$ cat src/histeq_ram.sv
// Generic single-port-write, single-port-read RAM with registered read data.
// Depends on nothing; used for the histogram bins and the mapping table.
module histeq_ram #(
    parameter int WIDTH = 8,
    parameter int DEPTH = 256
) (
    input  logic                     clk,
    input  logic                     we,
    input  logic [$clog2(DEPTH)-1:0] waddr,
    input  logic [WIDTH-1:0]         wdata,
    input  logic [$clog2(DEPTH)-1:0] raddr,
    output logic [WIDTH-1:0]         rdata
);

    logic [WIDTH-1:0] mem [DEPTH];

    always_ff @(posedge clk)
    begin
        if (we)
        begin
            mem[waddr] <= wdata;
        end
        rdata <= mem[raddr];
    end

endmodule

$ cat config.mk
export PLATFORM = sky130hd
export DESIGN_NAME = histeq_ram
export DESIGN_NICKNAME = d
export VERILOG_FILES = /design/src/histeq_ram.sv
export SDC_FILE = /design/constraint.sdc
export NUM_CORES = 2
export LEC_CHECK = 0
export BUFFER_PORTS_ARGS = -buffer_cell sky130_fd_sc_hd__buf_2
export CAP_MARGIN = 0
export CORE_ASPECT_RATIO = 2
export CORE_MARGIN = 1
export CORE_UTILIZATION = 60
export DETAILED_ROUTE_END_ITERATION = 16
export GPL_TIMING_DRIVEN = 0
export PLACE_DENSITY = 0.8
export SLEW_MARGIN = 20
export SYNTH_ARGS = -nofsm -noshare
export SYNTH_HDL_FRONTEND = slang
export SYNTH_SLANG_ARGS = --single-unit
$ cat constraint.sdc
create_clock -name clk -period 3.6 [get_ports clk]
set_input_delay 0.72 -clock clk [delete_from_list [all_inputs] [get_ports clk]]
set_output_delay 0.72 -clock clk [all_outputs]
set_load 0.02 [all_outputs]
==> flow_metrics.py <==
metrics = {
    "status": {
        "status": "finished with violations",
        "violations": "negative setup slack",
    },
    "critical_path": {
        "crit_path_max_incr_delay_ps": 730,
        "critPathArrivalTime_ps": 4560,
        "crit_chain": "buf_2, buf_4, buf_2, mux4_2, a22o_1, a221oi_1, o32ai_1, nor3_2, nor4_2",
        "required_ps": 4210,
        "critPathMaxFanout": 10,
        "crit_type": "in2reg",
        "cpMostUsedCell": "buf_2",
        "crit_path_end_kind": "flop",
        "startpoint_type": "primary input",
        "slowest_stage": "nor3_2",
    },
    "synth": {
        "synth_compound_area_share_pct": 3.419,
        "synth.area.top_cells": "edfxtp_1, mux4_2, mux2i_1",
        "ys_async_sr_fraction_pct": 0,
        "yosysMostFrequentCell": "edfxtp_1",
        "synth.avg_cell_area_um2": 21.31,
        "syn_inst": 3733,
        "synth_edf_count": 2048,
        "synth_cell_types": 55,
        "yosysSeqAreaShare_pct": 77.50,
        "ys_warn_count": 0,
        "synthesis.area_um2": 79560,
        "yosys.area_share.simple_pct": 2.628,
        "yosys.area_share.xor_xnor_pct": 0,
        "yosysTopAreaCell": "edfxtp_1",
        "synthesis.nets": 3759,
        "netlist_top_cells_count": "edfxtp_1, mux4_2, nor2_1",
        "synth_top_family_by_area": "multiplexers",
        "ys_seq_elements": 2056,
        "ys.flop_type": "edfxtp_1",
        "synthAdderAreaFrac_pct": 0,
        "synth_top_area_share_pct": 77.30,
        "synthMuxAreaShare_pct": 14.62,
    },
    "grt": {
        "track_usage_pct": 38.62,
        "gr-total-overflow": 0,
        "grt_pass1_wl_mm": 342.7,
        "grt_pass1_vias": 43320,
        "grt_max_degree": 130,
        "grt_antenna_before_repair": 28,
    },
    "cts": {
        "cts_tree": "built",
        "numCtsBuffers": 160,
        "clock_latency_ps": 810,
        "clock_sinks": 2056,
        "cts_buffer_depth": 3,
        "cts_max_level": 4,
        "cts_setup_buffers": 0,
        "hold_buffers": 0,
        "root_buffer": "clkbuf_16",
        "clkSlewWorstSetupHoldPaths_ps": 70,
    },
    "die": {
        "ios": 34,
        "die_y_um": 517.0,
        "start_util_pct": 60.61,
        "dieWidth_um": 259.5,
        "die_area_um2": 134100,
        "fp-row-count": 188,
        "core_area_um2": 131300,
    },
    "route": {
        "first_pass_iters": 12,
        "wirelength_mm": 252.9,
        "vias_per_cell": 7.514,
        "vias": 43650,
        "drt-initial-drc-count": 7596,
        "avgRoutedWirePerCell_um": 43.54,
        "drc": 0,
        "drtAntennaViolNets": 0,
    },
    "flow_run": {
        "drv_cap": 0,
    },
    "sta": {
        "fin_crit_sh_pct": 109.7,
        "fin_crit_ps": 3950,
        "slew_headroom_pct": 13.05,
        "worst_slack_ps": -350.3,
        "final_max_slew_viol_count": 0,
        "worst_pin_slew_ps": 1300,
        "finalSetupViolCount": 57,
        "rsz0062_at_grt": "false",
        "hold_viol": 0,
        "fin_worst_skew_ps": 32.90,
        "max_freq_mhz": 253.1,
    },
    "power": {
        "peakVddDrop_mv": 0.5250,
        "powerDensity_nw_per_um2": 535.2,
        "total_power_mw": 47.11,
        "p_leak_nw": 27.09,
    },
    "place": {
        "portBuffers": 26,
        "dp_hpwl_mm": 162.9,
        "place.gp.congestion": 1.009,
    },
    "final_layout": {
        "fin_util_pct": 67.06,
        "syn_to_final_growth_pct": 10.63,
        "drive_above_1_share_pct": 23.28,
        "nNetsFinal": 3974,
    },
    "min_path": {
        "hp-class": "in2reg",
    },
}
-- timing repair --
item,CTS,global route
pin swaps,0,1
endpoints found under the setup margin,8,8
hold endpoints to repair,0,0
gates resized for setup,50,41
-- per-layer routing --
layer  routed length, um  vias up  track usage [%]
li1                    -    16080                -
met1               67730    21770            40.13
met2              122000     4378            62.06
met3               33140     1383            12.71
met4               29710       34            34.68
met5                 288        -           0.2193
-- final timing paths --
path | from | endpoint | slack (ps) | cells after the start
max | raddr[1] | rdata[3] | -350 | 9
min | wdata[5] | mem[68][5] | 210 | 1
max reg2reg | mem[83][3] | rdata[3] | 280 | 6
min reg2reg | mem[180][1] | rdata[1] | 1420 | 7
-- kinds of logic after synthesis --
logic type | count (synthesis)
mux | 591
buf+inv | 235
simple gates | 466
compound gates | 385
flops | 2056
-- state kept, by name, summed over array words and instances (netlist names) --
signal  flops
rdata       8
mem      2048
-- cells in the final DEF (no fill, tap or decap), types with 11 or more instances in the layout --
cell	count
mux2i_1	134
clkinv_1	32
clkinv_2	27
nor4_2	19
nand2_1	33
mux4_2	454
buf_2	54
diode_2	19
edfxtp_1	2048
nor2_1	281
buf_4	35
clkinvlp_4	11
o221ai_1	46
nand3_1	33
o22ai_1	27
a21oi_1	94
buf_6	22
clkbuf_1	93
a22oi_1	132
nor2b_1	30
buf_8	21
buf_16	21
clkbuf_16	164
clkbuf_2	47
nor3_1	16
a211oi_1	14
-- per-stage QoR --
stage	setup slack, ps	cells	TNS (ps)	cell area [um^2]	hold WS (ps)
after floorplan	942.1	3733	0	79560	769.9
after global placement	-2525	5469	-2755730	81830	1140
after detailed placement	-1429	5494	-157100	82580	1029
after CTS	-67.37	5788	-67.37	87830	187.7
after global routing	1.879	5792	0	87970	208.2
final	-350.3	5809	-4371	88020	210.8
-- power by group --
| part | switching, mW | leakage [nW] | internal [mW] |
|---|---|---|---|
| Sequential | 0.0186 | 18.5 | 26.4 |
| Combinational | 2.13 | 6.16 | 0.900 |
| Clock | 8.52 | 2.46 | 9.18 |
| Total | 10.7 | 27.1 | 36.4 |
-- cell type report --
class,instances,area (um^2)
flip-flops and latches,2056,61660
fillers,7799,43240
multi-input cells,1442,16670
clock buffers,202,4287
well taps,1710,2140
plain buffers,233,1574
repair buffers,53,837.1
clock inverters,92,792.0
diodes,19,47.55
inverters,2,7.507
-- worst max-delay path: cells and delay by family --
family	cells	cell delay, ps
buffers and inverters	3	1170
AND/OR/NAND/NOR	2	970
AO/OA/AOI/OAI	3	1270
multiplexers	1	400
Power figures use the tool's default switching activity.
