## src/histeq_pkg.sv

```systemverilog
// Shared types and constants for the histogram equalizer.
// No dependencies; every other file except histeq_ram refers to it by scoped names.
package histeq_pkg;

    parameter int MAX_PIXELS = 1048576;

    localparam int PIX_W = 8;
    localparam int BINS = 1 << PIX_W;
    localparam int TOP_LEVEL = BINS - 1;
    localparam int CNT_W = $clog2(MAX_PIXELS + 1);
    localparam int NUM_W = CNT_W + PIX_W;
    localparam int Q_W = PIX_W;
    localparam int STEP_W = $clog2(Q_W);

    localparam logic [CNT_W-1:0] MAX_COUNT = CNT_W'(MAX_PIXELS);

    localparam int OQ_DEPTH = 2;
    localparam int OQ_PTR_W = $clog2(OQ_DEPTH);
    localparam int OQ_CNT_W = $clog2(OQ_DEPTH + 1);

    typedef enum logic
    {
        OP_COUNT = 1'b0,
        OP_MAP = 1'b1
    } op_t;

    typedef enum logic [2:0]
    {
        ST_CLEAR,
        ST_RUN,
        ST_READ,
        ST_ACCUM,
        ST_DIVIDE
    } state_t;

endpackage

```

## src/histeq_div.sv

```systemverilog
// Restoring divider that yields one quotient bit per cycle.
// Depends on histeq_pkg; the quotient is known to fit in Q_W bits.
module histeq_div (
    input  logic                                clk,
    input  logic                                rst_n,
    input  logic                                start,
    input  logic [histeq_pkg::NUM_W-1:0]        dividend,
    input  logic [histeq_pkg::CNT_W-1:0]        divisor,
    output logic                                done,
    output logic [histeq_pkg::Q_W-1:0]          quotient
);

    logic                               busy_reg;
    logic                               done_reg;
    logic [histeq_pkg::STEP_W-1:0]      step_reg;
    logic [histeq_pkg::NUM_W-1:0]       rem_reg;
    logic [histeq_pkg::NUM_W-1:0]       ds_reg;
    logic [histeq_pkg::Q_W-1:0]         q_reg;
    logic                               fits;

    assign fits = rem_reg >= ds_reg;
    assign done = done_reg;
    assign quotient = q_reg;

    always_ff @(posedge clk or negedge rst_n)
    begin
        if (!rst_n)
        begin
            busy_reg <= 1'b0;
            done_reg <= 1'b0;
            step_reg <= '0;
        end
        else if (start)
        begin
            busy_reg <= 1'b1;
            done_reg <= 1'b0;
            step_reg <= '0;
        end
        else if (busy_reg)
        begin
            step_reg <= step_reg + 1'b1;
            if (step_reg == histeq_pkg::STEP_W'(histeq_pkg::Q_W - 1))
            begin
                busy_reg <= 1'b0;
                done_reg <= 1'b1;
            end
        end
        else
        begin
            done_reg <= 1'b0;
        end
    end

    always_ff @(posedge clk)
    begin
        if (start)
        begin
            rem_reg <= dividend;
            ds_reg <= {{(histeq_pkg::NUM_W - histeq_pkg::CNT_W){1'b0}}, divisor}
                      << (histeq_pkg::Q_W - 1);
        end
        else if (busy_reg)
        begin
            if (fits)
            begin
                rem_reg <= rem_reg - ds_reg;
            end
            ds_reg <= ds_reg >> 1;
            q_reg <= {q_reg[histeq_pkg::Q_W-2:0], fits};
        end
    end

endmodule

```

## config.mk

```make
export PLATFORM = sky130hd
export DESIGN_NAME = histeq_div
export DESIGN_NICKNAME = d
export VERILOG_FILES = /design/src/histeq_pkg.sv /design/src/histeq_div.sv
export SDC_FILE = /design/constraint.sdc
export NUM_CORES = 1
export LEC_CHECK = 0
export BUFFER_PORTS_ARGS = -buffer_cell sky130_fd_sc_hd__buf_2
export CORE_ASPECT_RATIO = 0.6
export CORE_MARGIN = 1.5
export CORE_UTILIZATION = 53
export CTS_BUF_LIST = sky130_fd_sc_hd__clkbuf_2 sky130_fd_sc_hd__clkbuf_4 sky130_fd_sc_hd__clkbuf_8
export DETAILED_ROUTE_END_ITERATION = 16
export PLACE_DENSITY_LB_ADDON = 0.25
export SLEW_MARGIN = 10
export SYNTH_ARGS = -nofsm -noshare
export SYNTH_HDL_FRONTEND = slang
export SYNTH_SLANG_ARGS = --single-unit
```

## constraint.sdc

```tcl
create_clock -name clk -period 3 [get_ports clk]
set_clock_uncertainty 0.1 [all_clocks]
set_input_delay 0.75 -clock clk [delete_from_list [all_inputs] [get_ports clk]]
set_output_delay 0.75 -clock clk [all_outputs]
set_load 0.02 [all_outputs]
```

==> out/qor.csv, run 1 <==
metric,value,unit
status,finished clean,
timing.hold.ws,0.0837,ns
core-area,7980,µm²
cp-start-kind,register,
vias,3626,
viasPerCell,5.68,
globalRouteTotalUtil,0.239,
synth.area.top_cells,"edfxtp_1 39%, ha_1 8.5%, nand2_1 6.5%",
crit_type,reg -> reg,
comb_power_share,0.553,
min_path_type,in -> async,
synth_seq_area_share,0.453,
netSwitchingPower,2.16,mW
area.growth.synth_to_final,14.1,%
h-tree-depth,3,
ys_warn_count,0,
worst-path-buf-inv,2,
crit_slowest_cell,fa_1,
synthArstFlopShare,0.0714,
clk_latency,0.36,ns
die_area,8940,µm²
cts_buffers,9,
syn_nets,547,
slew_viol_final,0,
powerDensity,988,nW/µm²
grt_max_degree,54,
cp_cell_sequence,inv_1 > ha_1 > inv_1 > fa_1 > a21o_2 > a31oi_4 > o31ai_4 > a211oi_2 > o21ai_1 > xnor2_1 > mux2_2,
path_clk_slew,0.08,ns
multi_input_area,2230,µm²
cp_slowest_stage_delay,0.41,ns
fin_crit,2.85,ns
ioPinCount,62,
p_sw_frac,0.433,
synth_flop_cell,edfxtp_1,
ant_nets,0,
finalCritPeriodShare,0.951,
dr.first_iter.drc_count,215,
dp_hpwl,7.67,mm
arrival,2.88,ns
cts_tree,yes,
hold_viol_final,0,
crit_fanout,3,
internal_power,2.84,mW
synth-seq-cells,70,
die_w,121,µm
cp_top_family,compound AO/OA/AOI/OAI gates,
drc,0,
largest_reg_flops,29,
fp-row-count,25,
fmax,351,MHz
drv_cap,0,
drt_wl_total,10.3,mm
clock-sinks,70,
ir_worst_vdd,399,µV
relSlewSlack,0.438,
synth_enable_flop_cells,58,
drive_gt1_frac,0.196,
gp_congestion,0.929,
start_util,0.556,
r2r_cells,11,
tns,0,ns
num_antenna_cells,0,
cp.required,3.02,ns
critPathMostFrequentCell,inv_1,
grt_antenna_before_repair,0,
rsz0062_at_grt,false,
worst-path-stages,11,
regArea,2010,µm²
clk_root_buffer_cell,clkbuf_8,
synth.distinct_cells,58,
tightest_slew,0.843,ns
synth_top_area_cell,edfxtp_1,
syn_area,4430,µm²
dieHeight,73.8,µm
wl_per_cell,16.2,µm
portBuffers,61,
setup_viol,0,
clkPwrFrac,0.136,
cts_buffer_depth,2,
dr.pass1.iters,5,
cts_hold_buf,0,
leakagePower,2.20,nW
syn_inst,463,
nets,609,
end_kind,register,
yosys.area.top_type_share,0.393,
avgSynthCellArea,9.57,µm²
grt.overflow.total,0,
fillers,704,
grt_pass1_wl,16.2,mm
first_global_vias,3460,
p_seq_frac,0.311,
==> cells in the final DEF (no fill, tap or decap), types with 7 or more instances in the layout <==
cell,netlist,routed
inv_1,35,35
edfxtp_1,58,58
xnor2_1,13,13
mux2i_1,10,10
o21ai_1,14,14
xor2_1,13,13
nor2_1,31,31
a21oi_1,31,31
o31ai_1,20,20
ha_1,30,28
clkbuf_8,0,9
o21ai_0,25,25
buf_4,0,10
nand2_1,77,77
buf_2,4,61
dfxtp_1,7,7
==> power groups by stage <==
stage	logic, mW	registers [mW]	clock network [mW]
after floorplan	2.03	1.56	0
after global placement	2.60	1.55	0
after detailed placement	2.66	1.57	0
after CTS	2.68	1.55	0.693
after global routing	3.04	1.58	0.731
final	2.76	1.56	0.680
==> cell families after synthesis <==
family	count (synthesis)	share of synthesized area
buffers and inverters	56	0.0485
AO/OA/AOI/OAI	133	0.198
AND/OR/NAND/NOR	134	0.130
XOR/XNOR	26	0.0514
multiplexers	13	0.0302
adder cells (fa/ha/maj)	31	0.0892
flip-flops	70	0.453
==> worst reg2reg max path, cell delays in order, from the launching register on <==
cell and delay, ns:
edfxtp_1 0.38, inv_1 0.08, ha_1 0.16, inv_1 0.05
fa_1 0.41, a21o_2 0.25, a31oi_4 0.24, o31ai_4 0.12
a211oi_2 0.29, o21ai_1 0.13, xnor2_1 0.14, mux2_2 0.26
==> through the flow <==
step	instance area [µm²]	setup slack, ns	utilization	std cells	power, mW
6_report	5060	0.148	0.634	638	5.00
5_1_grt	5060	0.0172	0.634	638	5.35
4_1_cts	5030	0.141	0.631	637	4.93
3_5_place_dp	4860	0.151	0.609	621	4.23
3_3_place_gp	4860	0.298	0.609	621	4.15
2_1_floorplan	4430	0.0949	-	463	3.59
==> synth_stat cells, types with 2 or more instances <==
master / number
o21ai_0: 25
inv_1: 35
xnor2_1: 13
a211oi_2: 3
o21a_1: 4
edfxtp_1: 58
and3_1: 2
buf_2: 4
o211ai_1: 2
o21bai_1: 2
nor2_1: 31
buf_1: 5
a21o_1: 6
o21ai_1: 14
nor3_1: 3
ha_1: 30
nand4_1: 6
xor2_1: 13
mux2_2: 3
or2_2: 2
a21oi_1: 31
a31oi_1: 4
nand2_1: 77
and2_1: 2
o31ai_1: 20
clkbuf_1: 11
nand3_1: 3
a211o_1: 2
dfrtp_1: 5
dfxtp_1: 7
a311oi_1: 2
mux2i_1: 10
a21boi_1: 2
nor4_1: 2
==> cell type report <==
class                   count  area share
multi-input cells         337       0.441
well taps                 108      0.0267
inverters                  36      0.0267
repair buffers             71      0.0752
clock inverters             7     0.00940
flip-flops and latches     70       0.397
clock buffers               9      0.0245
==> path summary, 6_finish.rpt <==
kind                       slack [ns]          end   startpoint
min reg2reg                      0.35  quotient[2]  quotient[1]
max reg2reg                      0.15  rem_reg[28]   rem_reg[0]
min in group clk                 0.35  quotient[2]  quotient[1]
min                              0.08  step_reg[1]        rst_n
max in group asynchronous        2.58     busy_reg        rst_n
max                              0.15  rem_reg[28]   rem_reg[0]
==> layer usage <==
metal	global-route usage	up-vias	part of all wire
li1	-	1799	-
met1	0.327	1716	0.49
met2	0.366	103	0.44
met3	0.0707	8	0.063
met4	0.0771	0	0.0096
met5	0	-	0
==> repair_timing <==
item                                   in CTS  in global routing
setup endpoints to repair                   0                 20
endpoints found under the hold margin       0                  0
setup buffers                               0                  1
gates resized for setup                     0                  4
Power figures use the tool's default switching activity.
==> inputs of run 2 (changes only) <==
Clock period 3 ns to 3.7 ns, I/O delays scaled along.
==> out/qor.csv, run 2 (synthesized netlist as in run 1, its figures left out) <==
metric,value,unit,change
clk_latency,0.36,ns,about the same
gp_congestion,0.924,,was 0.929
die_area,8940,µm²,unchanged
clock-sinks,70,,unchanged
cp_cell_sequence,ha_1 > nand4_1 > nor4_1 > nand2_1 > o21ai_0 > nor2_1 > a21oi_1 > a21o_1 > buf_12,,was inv_1 > ha_1 > inv_1 > fa_1 > a21o_2 > a31oi_4 > o31ai_4 > a211oi_2 > o21ai_1 > xnor2_1 > mux2_2
dr.pass1.iters,4,,was 5
viasPerCell,5.71,,was 5.68
wl_per_cell,16.3,µm,was 16.2 µm
final_cell_mix,"77 x nand2_1, 61 x buf_2, 58 x edfxtp_1",,unchanged
post_cts_resized,0,,unchanged
fin_crit,3.04,ns,was 2.85 ns
finalCritPeriodShare,0.822,,was 0.951
min_path_type,in -> async,,unchanged
multi_input_area,2210,µm²,was 2230 µm²
postCtsSetupRepairBufs,0,,unchanged
die_w,121,µm,unchanged
ioPinCount,62,,unchanged
cts_hold_buf,0,,unchanged
powerDensity,815,nW/µm²,was 988 nW/µm²
setup_viol,0,,unchanged
regArea,2010,µm²,unchanged
ant_nets,0,,unchanged
area.growth.synth_to_final,14.2,%,was 14.1%
portBuffers,61,,unchanged
num_antenna_cells,0,,unchanged
fp-row-count,25,,unchanged
cts_tree,yes,,unchanged
final_common_cell,nand2_1,,unchanged
hold_viol_final,0,,unchanged
crit_fanout,23,,was 3
fmax,329,MHz,was 351 MHz
p_total,4.13,mW,was 5.00 mW
arrival,3.01,ns,was 2.88 ns
slew_viol_final,0,,unchanged
globalRouteTotalUtil,0.245,,was 0.239
drc,0,,unchanged
end_kind,register,,unchanged
dp_hpwl,7.67,mm,about the same
largest_reg_flops,29,,unchanged
cp-start-kind,register,,unchanged
grt.overflow.total,0,,unchanged
ir_worst_vdd,332,µV,was 399 µV
grt_antenna_before_repair,0,,unchanged
crit_slowest_cell,nor4_1,,was fa_1
first_global_vias,3415,,was 3460
drive_gt1_frac,0.184,,was 0.196
nets,605,,was 609
path_clk_slew,0.07,ns,was 0.08 ns
core-area,7980,µm²,unchanged
rsz0062_at_grt,false,,unchanged
start_util,0.556,,unchanged
fillers,671,,was 704
grt_max_degree,46,,was 54
vias,3623,,was 3626
crit_type,reg -> reg,,unchanged
tns,0,ns,unchanged
cts_buffer_depth,2,,unchanged
drt_wl_total,10.3,mm,about the same
drv_cap,0,,unchanged
clk_root_buffer_cell,clkbuf_8,,unchanged
h-tree-depth,3,,unchanged
relSlewSlack,0.585,,was 0.438
dr.first_iter.drc_count,268,,was 215
tightest_slew,0.623,ns,was 0.843 ns
cp_slowest_stage_delay,0.49,ns,was 0.41 ns
leakagePower,2.21,nW,was 2.20 nW
grt_pass1_wl,16.6,mm,was 16.2 mm
status,finished clean,,unchanged
cp.required,3.66,ns,was 3.02 ns
dieHeight,73.8,µm,unchanged
cts_buffers,9,,unchanged
-- run 2: per-stage QoR --
stage / instances / hold WS [ns] / util / worst slack, ns / instance area (µm²)
floorplan: 463 / 0.365 / - / 0.795 / 4430
global placement: 618 / 0.326 / 0.608 / 0.835 / 4850
detailed placement: 618 / 0.329 / 0.608 / 0.720 / 4850
CTS: 634 / 0.255 / 0.635 / 0.674 / 5060
global route: 634 / 0.266 / 0.635 / 0.357 / 5060
finish: 634 / 0.267 / 0.635 / 0.658 / 5060
-- run 2: worst paths after layout --
kind / slack (ns) / startpoint / depth (start not counted) / to
max in group asynchronous: 3.10 / rst_n / 1 / step_reg[0]
hold / removal: 0.27 / rst_n / 1 / step_reg[2]
setup / recovery: 0.66 / rem_reg[20] / 9 / rem_reg[3]
setup reg to reg: 0.66 / rem_reg[20] / 9 / rem_reg[3]
min in group clk: 0.34 / quotient[4] / 0 / quotient[5]
hold reg to reg: 0.34 / quotient[4] / 0 / quotient[5]
-- run 2: layout make-up --
cell class | instances | area share
clock buffers | 9 | 0.0245
clock inverters | 7 | 0.0175
inverters | 36 | 0.0267
multi-input cells | 337 | 0.437
flip-flops and latches | 70 | 0.396
well taps | 108 | 0.0267
repair buffers | 67 | 0.0717
-- run 2: critical path: cells and delay by family, from the launching register on --
| family | cells | cell delay (ns) |
|---|---|---|
| fa+ha+maj | 1 | 0.43 |
| compound gates | 3 | 0.75 |
| flops | 1 | 0.39 |
| buf+inv | 1 | 0.24 |
| simple gates | 4 | 0.83 |
-- run 2: metal layers --
metal,part of all wire,vias to the layer above,routed length (µm),GRT usage
li1,-,1791,-,-
met1,0.49,1704,5060,0.345
met2,0.42,111,4320,0.361
met3,0.075,17,774,0.0738
met4,0.015,0,151,0.0850
met5,0,-,0,0
-- run 2: where the power goes --
group          leakage [nW]  switching (mW)  internal, mW
clock                 0.103           0.302         0.374
sequential            0.733          0.0843          1.17
combinational          1.37            1.34         0.860
total                  2.21            1.72          2.40
